`config.mk`:
```
export PLATFORM = sky130hd
export DESIGN_NAME = mtzs_seeder
export DESIGN_NICKNAME = d
export VERILOG_FILES = /design/src/design/mersenne_twister_zero_skip_top_defines.svh /design/src/design/mtzs_pkg.sv /design/src/design/mtzs_seeder.sv
export SDC_FILE = /design/constraint.sdc
export NUM_CORES = 1
export LEC_CHECK = 0
export BUFFER_PORTS_ARGS = -buffer_cell sky130_fd_sc_hd__buf_2
export CAP_MARGIN = 20
export CELL_PAD_IN_SITES_DETAIL_PLACEMENT = 2
export CELL_PAD_IN_SITES_GLOBAL_PLACEMENT = 2
export CORE_AREA = 2 2 165 167
export DETAILED_ROUTE_END_ITERATION = 6
export DIE_AREA = 0 0 167 169
export PLACE_DENSITY_LB_ADDON = 0.1
export SYNTH_ARGS = -nofsm -noshare
export SYNTH_HDL_FRONTEND = slang
export SYNTH_SLANG_ARGS = --single-unit
export TNS_END_PERCENT = 30
```
`constraint.sdc`:
```
create_clock -name clk -period 9 [get_ports clk]
set_input_delay 0 -clock clk [delete_from_list [all_inputs] [get_ports clk]]
set_output_delay 0 -clock clk [all_outputs]
set_load 0.01 [all_outputs]
```
`src/design/mersenne_twister_zero_skip_top_defines.svh`:
```
// Assertion macros for the zero-skip twister generator.
`ifndef MERSENNE_TWISTER_ZERO_SKIP_TOP_DEFINES_SVH
`define MERSENNE_TWISTER_ZERO_SKIP_TOP_DEFINES_SVH

// Same-cycle implication, inactive during reset.
`define MTZS_ASSERT_IMP(lbl, ante, cons, msg) \
  lbl: assert property (@(posedge clk) disable iff (rst) (ante) |-> (cons)) \
    else $error(msg);

// Next-cycle implication, inactive during reset.
`define MTZS_ASSERT_NXT(lbl, ante, cons, msg) \
  lbl: assert property (@(posedge clk) disable iff (rst) (ante) |=> (cons)) \
    else $error(msg);

`endif

```
`src/design/mtzs_pkg.sv`:
```
// Shared types, constants and word functions of the zero-skip twister generator.
`timescale 1ns / 1ps
package mtzs_pkg;

  localparam int N = 624;
  localparam int M = 397;
  localparam int IDX_W = 10;
  localparam int ZERO_W = 11;

  typedef logic [31:0] word_t;

  localparam word_t MASK_B     = 32'h9d2c5680;
  localparam word_t MASK_C     = 32'hefc60000;
  localparam word_t UPPER_BIT  = 32'h80000000;
  localparam word_t LOWER_BITS = 32'h7fffffff;
  localparam word_t TWIST_XOR  = 32'h9908b0df;
  localparam word_t SEED_MULT  = 32'd1812433253;
  localparam word_t SEED_RESET = 32'd4357;
  localparam logic [ZERO_W-1:0] ZERO_LIMIT = ZERO_W'(2 * N);
  localparam logic [IDX_W-1:0] FILL_LAST = IDX_W'(N - 1);

  typedef struct packed {
    logic shift;
    logic done;
  } fill_stat_t;

  function automatic word_t twist(input word_t w0, input word_t w1, input word_t wm);
    word_t y;
    y = (w0 & UPPER_BIT) | (w1 & LOWER_BITS);
    return wm ^ (y >> 1) ^ (y[0] ? TWIST_XOR : 32'd0);
  endfunction

  function automatic word_t temper(input word_t w);
    word_t y;
    y = w;
    y = y ^ (y >> 11);
    y = y ^ ((y << 7) & MASK_B);
    y = y ^ ((y << 15) & MASK_C);
    y = y ^ (y >> 18);
    return y;
  endfunction

endpackage

```
`src/design/mtzs_seeder.sv`:
```
// Seed recurrence that feeds the initial words into the chain.
`timescale 1ns / 1ps
module mtzs_seeder (
  input  logic                 clk,
  input  logic                 rst,
  input  logic                 start,
  input  mtzs_pkg::word_t      seed,
  output mtzs_pkg::word_t      word,
  output mtzs_pkg::fill_stat_t stat
);
  import mtzs_pkg::*;

  word_t            w;
  word_t            w_next;
  logic [IDX_W-1:0] idx;
  logic [IDX_W-1:0] idx_next;
  logic             busy;

  assign idx_next = idx + IDX_W'(1);
  assign w_next   = (w ^ (w >> 30)) * SEED_MULT + {{(32 - IDX_W){1'b0}}, idx_next};

  always_ff @(posedge clk) begin
    if (rst) begin
      busy <= 1'b1;
      idx  <= '0;
      w    <= SEED_RESET;
    end else if (start) begin
      busy <= 1'b1;
      idx  <= '0;
      w    <= seed;
    end else if (busy) begin
      w   <= w_next;
      idx <= idx_next;
      if (idx == FILL_LAST) begin
        busy <= 1'b0;
      end
    end
  end

  assign word       = w;
  assign stat.shift = busy;
  assign stat.done  = busy && (idx == FILL_LAST);

endmodule

```
==> summary.txt, run 1 <==
Logic synthesis
  • Largest family of logic cells by synthesized area: adder cells
  • Proportion of synthesized chip area in sequential cells: 8.289%
  • Area of the mapped netlist: 10,380 um^2
  • Post-synth EDFFs: 0
  • Number of nets in the synthesized netlist: 1,512
  • Post-Syn Instances: 1,086
  • Share of the synthesized area in compound gates (AO/OA/AOI/OAI): 8.590%
  • Fraction of registers with async set or reset after synthesis: 0%
  • Flip-flop and latch count after synthesis: 43
  • Parity-gate share of the synthesized area counting xor and xnor cells: 6.096%
  • Multiplexer fraction of the synthesized cell area: 1.482%
  • Biggest area contributors in the synthesized netlist: sky130_fd_sc_hd__fa_1, sky130_fd_sc_hd__ha_1, sky130_fd_sc_hd__inv_1
  • Most common flop cell mapped by yosys: sky130_fd_sc_hd__dfxtp_1
  • Simple-gate area share of the yosys netlist: 6.880%
  • Dominant cell type by area after synthesis: sky130_fd_sc_hd__fa_1
  • Number of distinct standard cells referenced by the synthesized netlist: 62
  • Average instance area after synthesis: 9.563 um^2
  • Syn. warnings: 0
  • Adder and majority cell fraction of the synthesized area: 58.17%
  • Yosys top cell area share: 29.49%

Clocking
  • Sinks on Clock Net: 43
  • Buffers from clock root to sink, at most: 2
  • Total setup buffers inserted after CTS: 0
  • Clock Tree Root: sky130_fd_sc_hd__clkbuf_16
  • H-tree depth: 2
  • Insertion delay to the later sink of the worst-skew pair: 300 ps
  • Post-CTS Resized: 0
  • TritonCTS clock tree: done
  • Clock transition time at the flip-flop clock pins of the worst setup and hold paths: 70 ps
  • Number of buffers added by the clock tree synthesis step: 5
  • Cts hold-fix bufs: 19

Detailed routing
  • Count of nets left with antenna violations after detail routing: 0
  • Number of vias after detailed routing: 7,821
  • DRC marker count from the first detailed-route iteration: 238
  • Number of vias per cell: 5.145
  • Routed Wire Length: 34.63 mm
  • Total iterations of the first detailed-routing run: 4
  • Average wire per standard cell: 22.78 um
  • DRC violations left: 0

Worst setup path
  • Origin of the critical flop-to-flop path: word[31]
  • Arrival time worst endpoint: 7170 ps
  • Biggest fanout along the worst timing path: 8
  • Delay of the slowest critical-path stage: 500 ps
  • Standard cell with the maximum stage delay on the critical path: sky130_fd_sc_hd__fa_1
  • Type of element launching the critical path: flop
  • Setup CP Type: reg2reg
  • Sort of element at the end of the critical path: flop
  • Launching instance or port of the critical path: word[31]
  • Worst-case register-to-register setup slack: 2020 ps
  • Required @ worst endpoint: 9190 ps

Finish
  • Final-layout fill cell count: 2,911
  • Fraction of layout instances using a drive strength above 1: 9.500%
  • Layout net count: 1,604
  • Ant diodes: 0
  • Growth of design area from synthesis to finish: 11.17%

STA
  • Max-Slew Margin vs Limit: 33.30%
  • Worst hold margin: -0.7163 ps
  • Transition time at the pin with the least slew margin: 999.1 ps
  • Time the worst path needs with I/O delays and setup: 6977 ps
  • Aggregate negative setup slack: 0 ps
  • Peak clock frequency supported by timing: 143.3 MHz
  • Max-slew violations: 0
  • Setup violation total in the final timing report: 0
  • Worst clock skew on the final layout: 3.931 ps
  • Setup repair after global routing missed its margin: false
  • Number of failing hold endpoints at the final stage: 1
  • Final period utilization: 77.52%

Global routing
  • Antenna violations before repair: 0
  • Wire length of the first global-routing pass: 55.11 mm
  • Number of global-route vias before repair: 9,213
  • Pin count of the biggest net entering global routing: 51
  • Overall routing resource usage: 26.06%
  • Aggregate global routing overflow: 0

Floorplanning
  • Width of the chip: 167 um
  • Chip Height: 169 um
  • Count of pins on the block boundary: 69
  • Die area: 28,220 um^2
  • Initial core utilization: 39.19%
  • Total core area: 26,500 um^2
  • Site Rows: 60

Run status
  • Run status: finished with violations
  • Violations in the final reports: negative hold slack

Flow run
  • Maximum capacitance violations: 0

Placed design
  • DPL Wire Length: 28.42 mm
  • Port buffer count: 68
  • RD Place Congestion: 0.8543

Hold path
  • Hold Startpoint: seed[13]
  • Hold WC Path Type: in2reg
## flip-flops by register name, summed over array words and instances, names as in the netlist
name  cells
word     32
idx      10
busy      1
## cell families (layout without fill, tap and decap cells)
group           count (synthesis)  in the layout
mux                            15             15
buf+inv                       282            375
fa+ha+maj                     391            391
xor+xnor                       66             66
flops                          43             43
simple gates                  150            150
compound gates                139            139
## synth_stat cells, types with 8 or more instances
library cell / instances
sky130_fd_sc_hd__inv_1: 260
sky130_fd_sc_hd__ha_1: 238
sky130_fd_sc_hd__fa_1: 153
sky130_fd_sc_hd__a21oi_1: 48
sky130_fd_sc_hd__nand2_1: 47
sky130_fd_sc_hd__dfxtp_1: 43
sky130_fd_sc_hd__nor2_1: 42
sky130_fd_sc_hd__xnor2_1: 38
sky130_fd_sc_hd__o21ai_0: 28
sky130_fd_sc_hd__xor2_1: 24
sky130_fd_sc_hd__clkbuf_1: 14
sky130_fd_sc_hd__mux2i_1: 12
sky130_fd_sc_hd__nor3_1: 12
sky130_fd_sc_hd__a211oi_1: 11
sky130_fd_sc_hd__nand3_1: 10
sky130_fd_sc_hd__o211ai_1: 8
## layout by cell type (no fill, tap or decap), types with 19 or more instances in the layout
cell	Yosys	final
sky130_fd_sc_hd__buf_4	1	19
sky130_fd_sc_hd__xnor2_1	38	38
sky130_fd_sc_hd__nor2_1	42	42
sky130_fd_sc_hd__ha_1	238	238
sky130_fd_sc_hd__dlygate4sd3_1	0	19
sky130_fd_sc_hd__buf_2	0	68
sky130_fd_sc_hd__o21ai_0	28	28
sky130_fd_sc_hd__nand2_1	47	47
sky130_fd_sc_hd__inv_1	260	260
sky130_fd_sc_hd__a21oi_1	48	48
sky130_fd_sc_hd__dfxtp_1	43	42
sky130_fd_sc_hd__fa_1	153	153
sky130_fd_sc_hd__xor2_1	24	24
## path summary, 6_finish.rpt
kind         depth (start not counted)        to
max                                 26  word[31]
min                                  3  word[13]
max reg2reg                         26  word[31]
min reg2reg                          2    idx[9]
## through the flow
step	hold slack [ps]	utilization (%)	setup WS [ps]	instances	cell area [um^2]
after floorplan	132.9	-	2414	1086	10390
after global placement	225.5	42.21	2031	1493	11190
after detailed placement	228.8	42.21	1977	1493	11190
after CTS	1.588	43.56	1961	1520	11540
after global routing	25.04	43.56	1571	1520	11540
final	-0.7163	43.56	2023	1520	11540
## layout make-up
cell class,count,area [um^2],area share [%]
Sequential cell,43,862.1,7.467
Multi-Input combinational cell,761,8434,73.06
Inverter,261,979.7,8.486
Clock buffer,5,125.1,1.084
Clock inverter,3,43.79,0.3793
Timing Repair Buffer,106,673.1,5.831
Tap cell,341,426.7,3.696
## worst max-delay path, delay by kind of cell (launching register included)
family	cells	cell delay (ps)
compound gates	4	900
xor+xnor	2	330
fa+ha+maj	9	3400
buf+inv	6	510
flops	1	420
mux	1	230
simple gates	4	1040
## layer usage
layer / share of wire, % / vias to the layer above / global-route usage (%)
met1: 45 / 4006 / 35.01
li1: - / 3691 / -
met5: 0 / - / 0
met3: 3.0 / 21 / 1.847
met2: 50 / 103 / 46.79
met4: 1.5 / 0 / 4.385
Power of run 1 is not shown: default switching activity piles up to over one toggle a cycle in this logic, so the estimate is an artifact.
==> run 2: changes to the inputs <==
- CORE_AREA: 2 2 165 167 -> 2 2 171 173
- DIE_AREA: 0 0 167 169 -> 0 0 173 175
- clock period: 9 -> 5.9 ns (I/O delays scaled with it)
==> run 2 against run 1 <==
Compared with the run above:
- the flow finishes with violations (negative hold slack, negative setup slack)
- global-route usage rose by 0.50 points
- sequential share of layout area is 0.66 points lower
- via count increased by 9.2%
- final area increased by 14%
- die area grew 7.3%
- register-to-register slack worse by 2300 ps
- core utilization grew 2.9 points
- routed wire length grew 12%
- sequential cell count unchanged
- clock-buffer cell count stayed put
- critical path type unchanged
- critical endpoint is now word[30]
- highest routed layer is now met5
==> summary.txt, run 2 (synthesis results as in run 1) <==
Run status
  • Run status: finished with violations
  • Violations in the final reports: negative hold slack, negative setup slack

Clocking
  • TritonCTS clock tree: done
  • Buffers from clock root to sink, at most: 2 (unchanged)
  • Sinks on Clock Net: 43 (unchanged)
  • Number of buffers added by the clock tree synthesis step: 5 (unchanged)
  • Insertion delay to the later sink of the worst-skew pair: 310 ps (about the same)
  • Clock Tree Root: sky130_fd_sc_hd__clkbuf_16
  • Clock transition time at the flip-flop clock pins of the worst setup and hold paths: 80 ps (about the same)
  • H-tree depth: 2 (unchanged)

Finish
  • Seq. cell area: 898.4 um^2 (+4.2%)
  • Finished layout cell area: 13,200 um^2 (+14%)
  • Layout net count: 1,742 (+8.6%)
  • Most common cell after layout, fill and taps aside: sky130_fd_sc_hd__inv_1
  • Ant diodes: 0 (unchanged)
  • Commonest cells after routing, fill and taps aside: sky130_fd_sc_hd__inv_1, sky130_fd_sc_hd__ha_1, sky130_fd_sc_hd__buf_4
  • Growth of design area from synthesis to finish: 27.06%
  • Combined area of the multi-input logic cells: 8935 um^2 (+5.9%)
  • Final-layout fill cell count: 3,119 (+7.1%)
  • Largest register FFs: 32 (unchanged)
  • Fraction of layout instances using a drive strength above 1: 25.66% (+16 points)

STA
  • Transition time at the pin with the least slew margin: 813.7 ps (-185.4 ps)
  • Setup repair after global routing missed its margin: true
  • Setup violation total in the final timing report: 12 (+12)
  • Worst hold margin: -7.142 ps (-6.426 ps)
  • Max-Slew Margin vs Limit: 45.75% (+12 points)
  • Peak clock frequency supported by timing: 161.3 MHz (+13%)
  • Worst clock skew on the final layout: 11.51 ps (+7.580 ps)
  • Worst setup slack after layout: -300.5 ps (-2324 ps)
  • Time the worst path needs with I/O delays and setup: 6200 ps (-776.1 ps)
  • Number of failing hold endpoints at the final stage: 2 (+1)
  • Max-slew violations: 0 (unchanged)
  • Final period utilization: 105.1% (+28 points)

Floorplanning
  • Site Rows: 62 (+3.3%)
  • Count of pins on the block boundary: 69 (unchanged)
  • Total core area: 28,390 um^2 (+7.1%)
  • Chip Height: 175 um (+3.6%)
  • Initial core utilization: 36.58% (-2.6 points)
  • Width of the chip: 173 um (+3.6%)
  • Die area: 30,280 um^2 (+7.3%)

Hold path
  • Hold Startpoint: seed[25]
  • Hold WC Path Type: in2reg
  • Worst hold path endpoint: word[25]
  • Hold path cells: 3 (unchanged)

Detailed routing
  • Number of vias per cell: 5.022 (-2.4%)
  • Number of vias after detailed routing: 8,543 (+9.2%)
  • Total iterations of the first detailed-routing run: 4 (unchanged)
  • Count of nets left with antenna violations after detail routing: 0 (unchanged)
  • Routed Wire Length: 38.79 mm (+12%)
  • Met3 Wirelength: 911 um (-11%)
  • Met2 wirelength from detailed routing: 20.01 mm (+15%)
  • Highest routed layer: met5
  • Average wire per standard cell: 22.81 um (+0.11%)
  • DRC violations left: 0 (unchanged)
  • DRT met1 WL: 17.05 mm (+8.7%)
  • DRC marker count from the first detailed-route iteration: 245 (+2.9%)

Global routing
  • Aggregate global routing overflow: 0 (unchanged)
  • Number of global-route vias before repair: 10,262 (+11%)
  • Overall routing resource usage: 26.56% (+0.50 points)
  • Wire length of the first global-routing pass: 60.34 mm (+9.5%)
  • Pin count of the biggest net entering global routing: 51 (unchanged)
  • Antenna violations before repair: 3 (+3)

Placed design
  • RD Place Congestion: 0.8550 (about the same)
  • Port buffer count: 68 (unchanged)
  • Total cell area at the placement stage: 12,430 um^2 (+11%)
  • DPL Wire Length: 32.78 mm (+15%)

Worst setup path
  • Worst r2r dst: word[30]
  • Type of element launching the critical path: flop
  • Kind of cell with the highest combined delay on the critical path: adder cells
  • Biggest fanout along the worst timing path: 4 (-4)
  • Origin of the critical flop-to-flop path: word[1]
  • Worst-case register-to-register setup slack: -300 ps (-2320 ps)
  • Standard cell with the maximum stage delay on the critical path: sky130_fd_sc_hd__fa_1
  • Required @ worst endpoint: 6070 ps (-3120 ps)
  • Number of buffer and inverter instances along the worst setup path: 6 (unchanged)
  • Delay of the slowest critical-path stage: 540 ps (+40 ps)
  • Arrival time worst endpoint: 6370 ps (-800 ps)
  • Worst R2R Path Depth: 25 (-3.8%)
  • Sort of element at the end of the critical path: flop
  • Setup CP Type: reg2reg
  • Most prevalent standard cell on the critical path: sky130_fd_sc_hd__inv_2

Flow run
  • Maximum capacitance violations: 0 (unchanged)
-- run 2: changes by cell type in the layout (fill, tap and decap cells not counted), sizes merged --
cell	previous run	this run
buf	87	230
dlygate4sd3	19	14
inv	260	263
clkinv	3	1
bufinv	1	0
-- run 2: routing by layer --
layer	vias to the layer above	track usage [%]
met4	2	5.932
met3	50	2.742
li1	3963	-
met2	144	48.37
met5	-	0
met1	4384	33.90
-- run 2: worst max path at each step --
stage              from       end  slack, ps  depth (start not counted)
5_1_grt         word[1]  word[31]       -500                         27
3_3_place_gp   word[13]  word[30]       -250                         21
3_5_place_dp   word[13]  word[30]       -350                         21
2_1_floorplan  word[31]  word[25]       -110                         25
4_1_cts        word[31]  word[30]       -340                         25
6_report        word[1]  word[30]       -300                         25
-- run 2: layout make-up --
cell class,count,area share (%)
clock buffer,5,0.9482
clock inverter,3,0.1991
inverter,261,7.425
multi-input combinational,761,67.71
sequential,43,6.808
tap,384,3.641
timing repair buffer,244,13.27
-- run 2: metrics by stage --
stage	util [%]	hold slack (ps)	std cells	worst slack, ps	TNS (ps)
2_1_floorplan	-	132.9	1086	-114.6	-248.9
3_3_place_gp	43.79	239.0	1670	-249.6	-1998
3_5_place_dp	43.79	235.3	1670	-350.9	-4111
4_1_cts	45.89	1.889	1698	-343.9	-1910
5_1_grt	46.47	21.80	1701	-497.1	-5608
6_report	46.47	-7.142	1701	-300.5	-2061
-- run 2: worst register-to-register path, stage by stage (launching register included) --
cell and delay, ps:
sky130_fd_sc_hd__dfxtp_4 370, sky130_fd_sc_hd__xor2_4 250, sky130_fd_sc_hd__inv_2 110, sky130_fd_sc_hd__xnor2_4 140, sky130_fd_sc_hd__ha_2 180, sky130_fd_sc_hd__or2_4 250, sky130_fd_sc_hd__ha_4 260, sky130_fd_sc_hd__inv_2 30
sky130_fd_sc_hd__fa_1 490, sky130_fd_sc_hd__inv_2 50, sky130_fd_sc_hd__ha_4 270, sky130_fd_sc_hd__ha_4 190, sky130_fd_sc_hd__fa_1 510, sky130_fd_sc_hd__fa_1 540, sky130_fd_sc_hd__inv_2 40, sky130_fd_sc_hd__fa_1 490
sky130_fd_sc_hd__inv_2 50, sky130_fd_sc_hd__ha_4 210, sky130_fd_sc_hd__a21o_2 220, sky130_fd_sc_hd__a21oi_2 120, sky130_fd_sc_hd__buf_4 130, sky130_fd_sc_hd__or4b_4 460, sky130_fd_sc_hd__a21o_4 210, sky130_fd_sc_hd__a311oi_4 240
sky130_fd_sc_hd__xor2_1 190, sky130_fd_sc_hd__o22ai_1 80
-- run 2: what timing repair did --
item	in CTS	in global routing
hold endpoints to repair	14	0
setup endpoints to repair	20	20
pin swaps	23	18
buffers inserted	6	3
resized for setup	54	28
hold buffers	14	0
gates cloned	0	0
Power of run 2 is left out for the same reason.
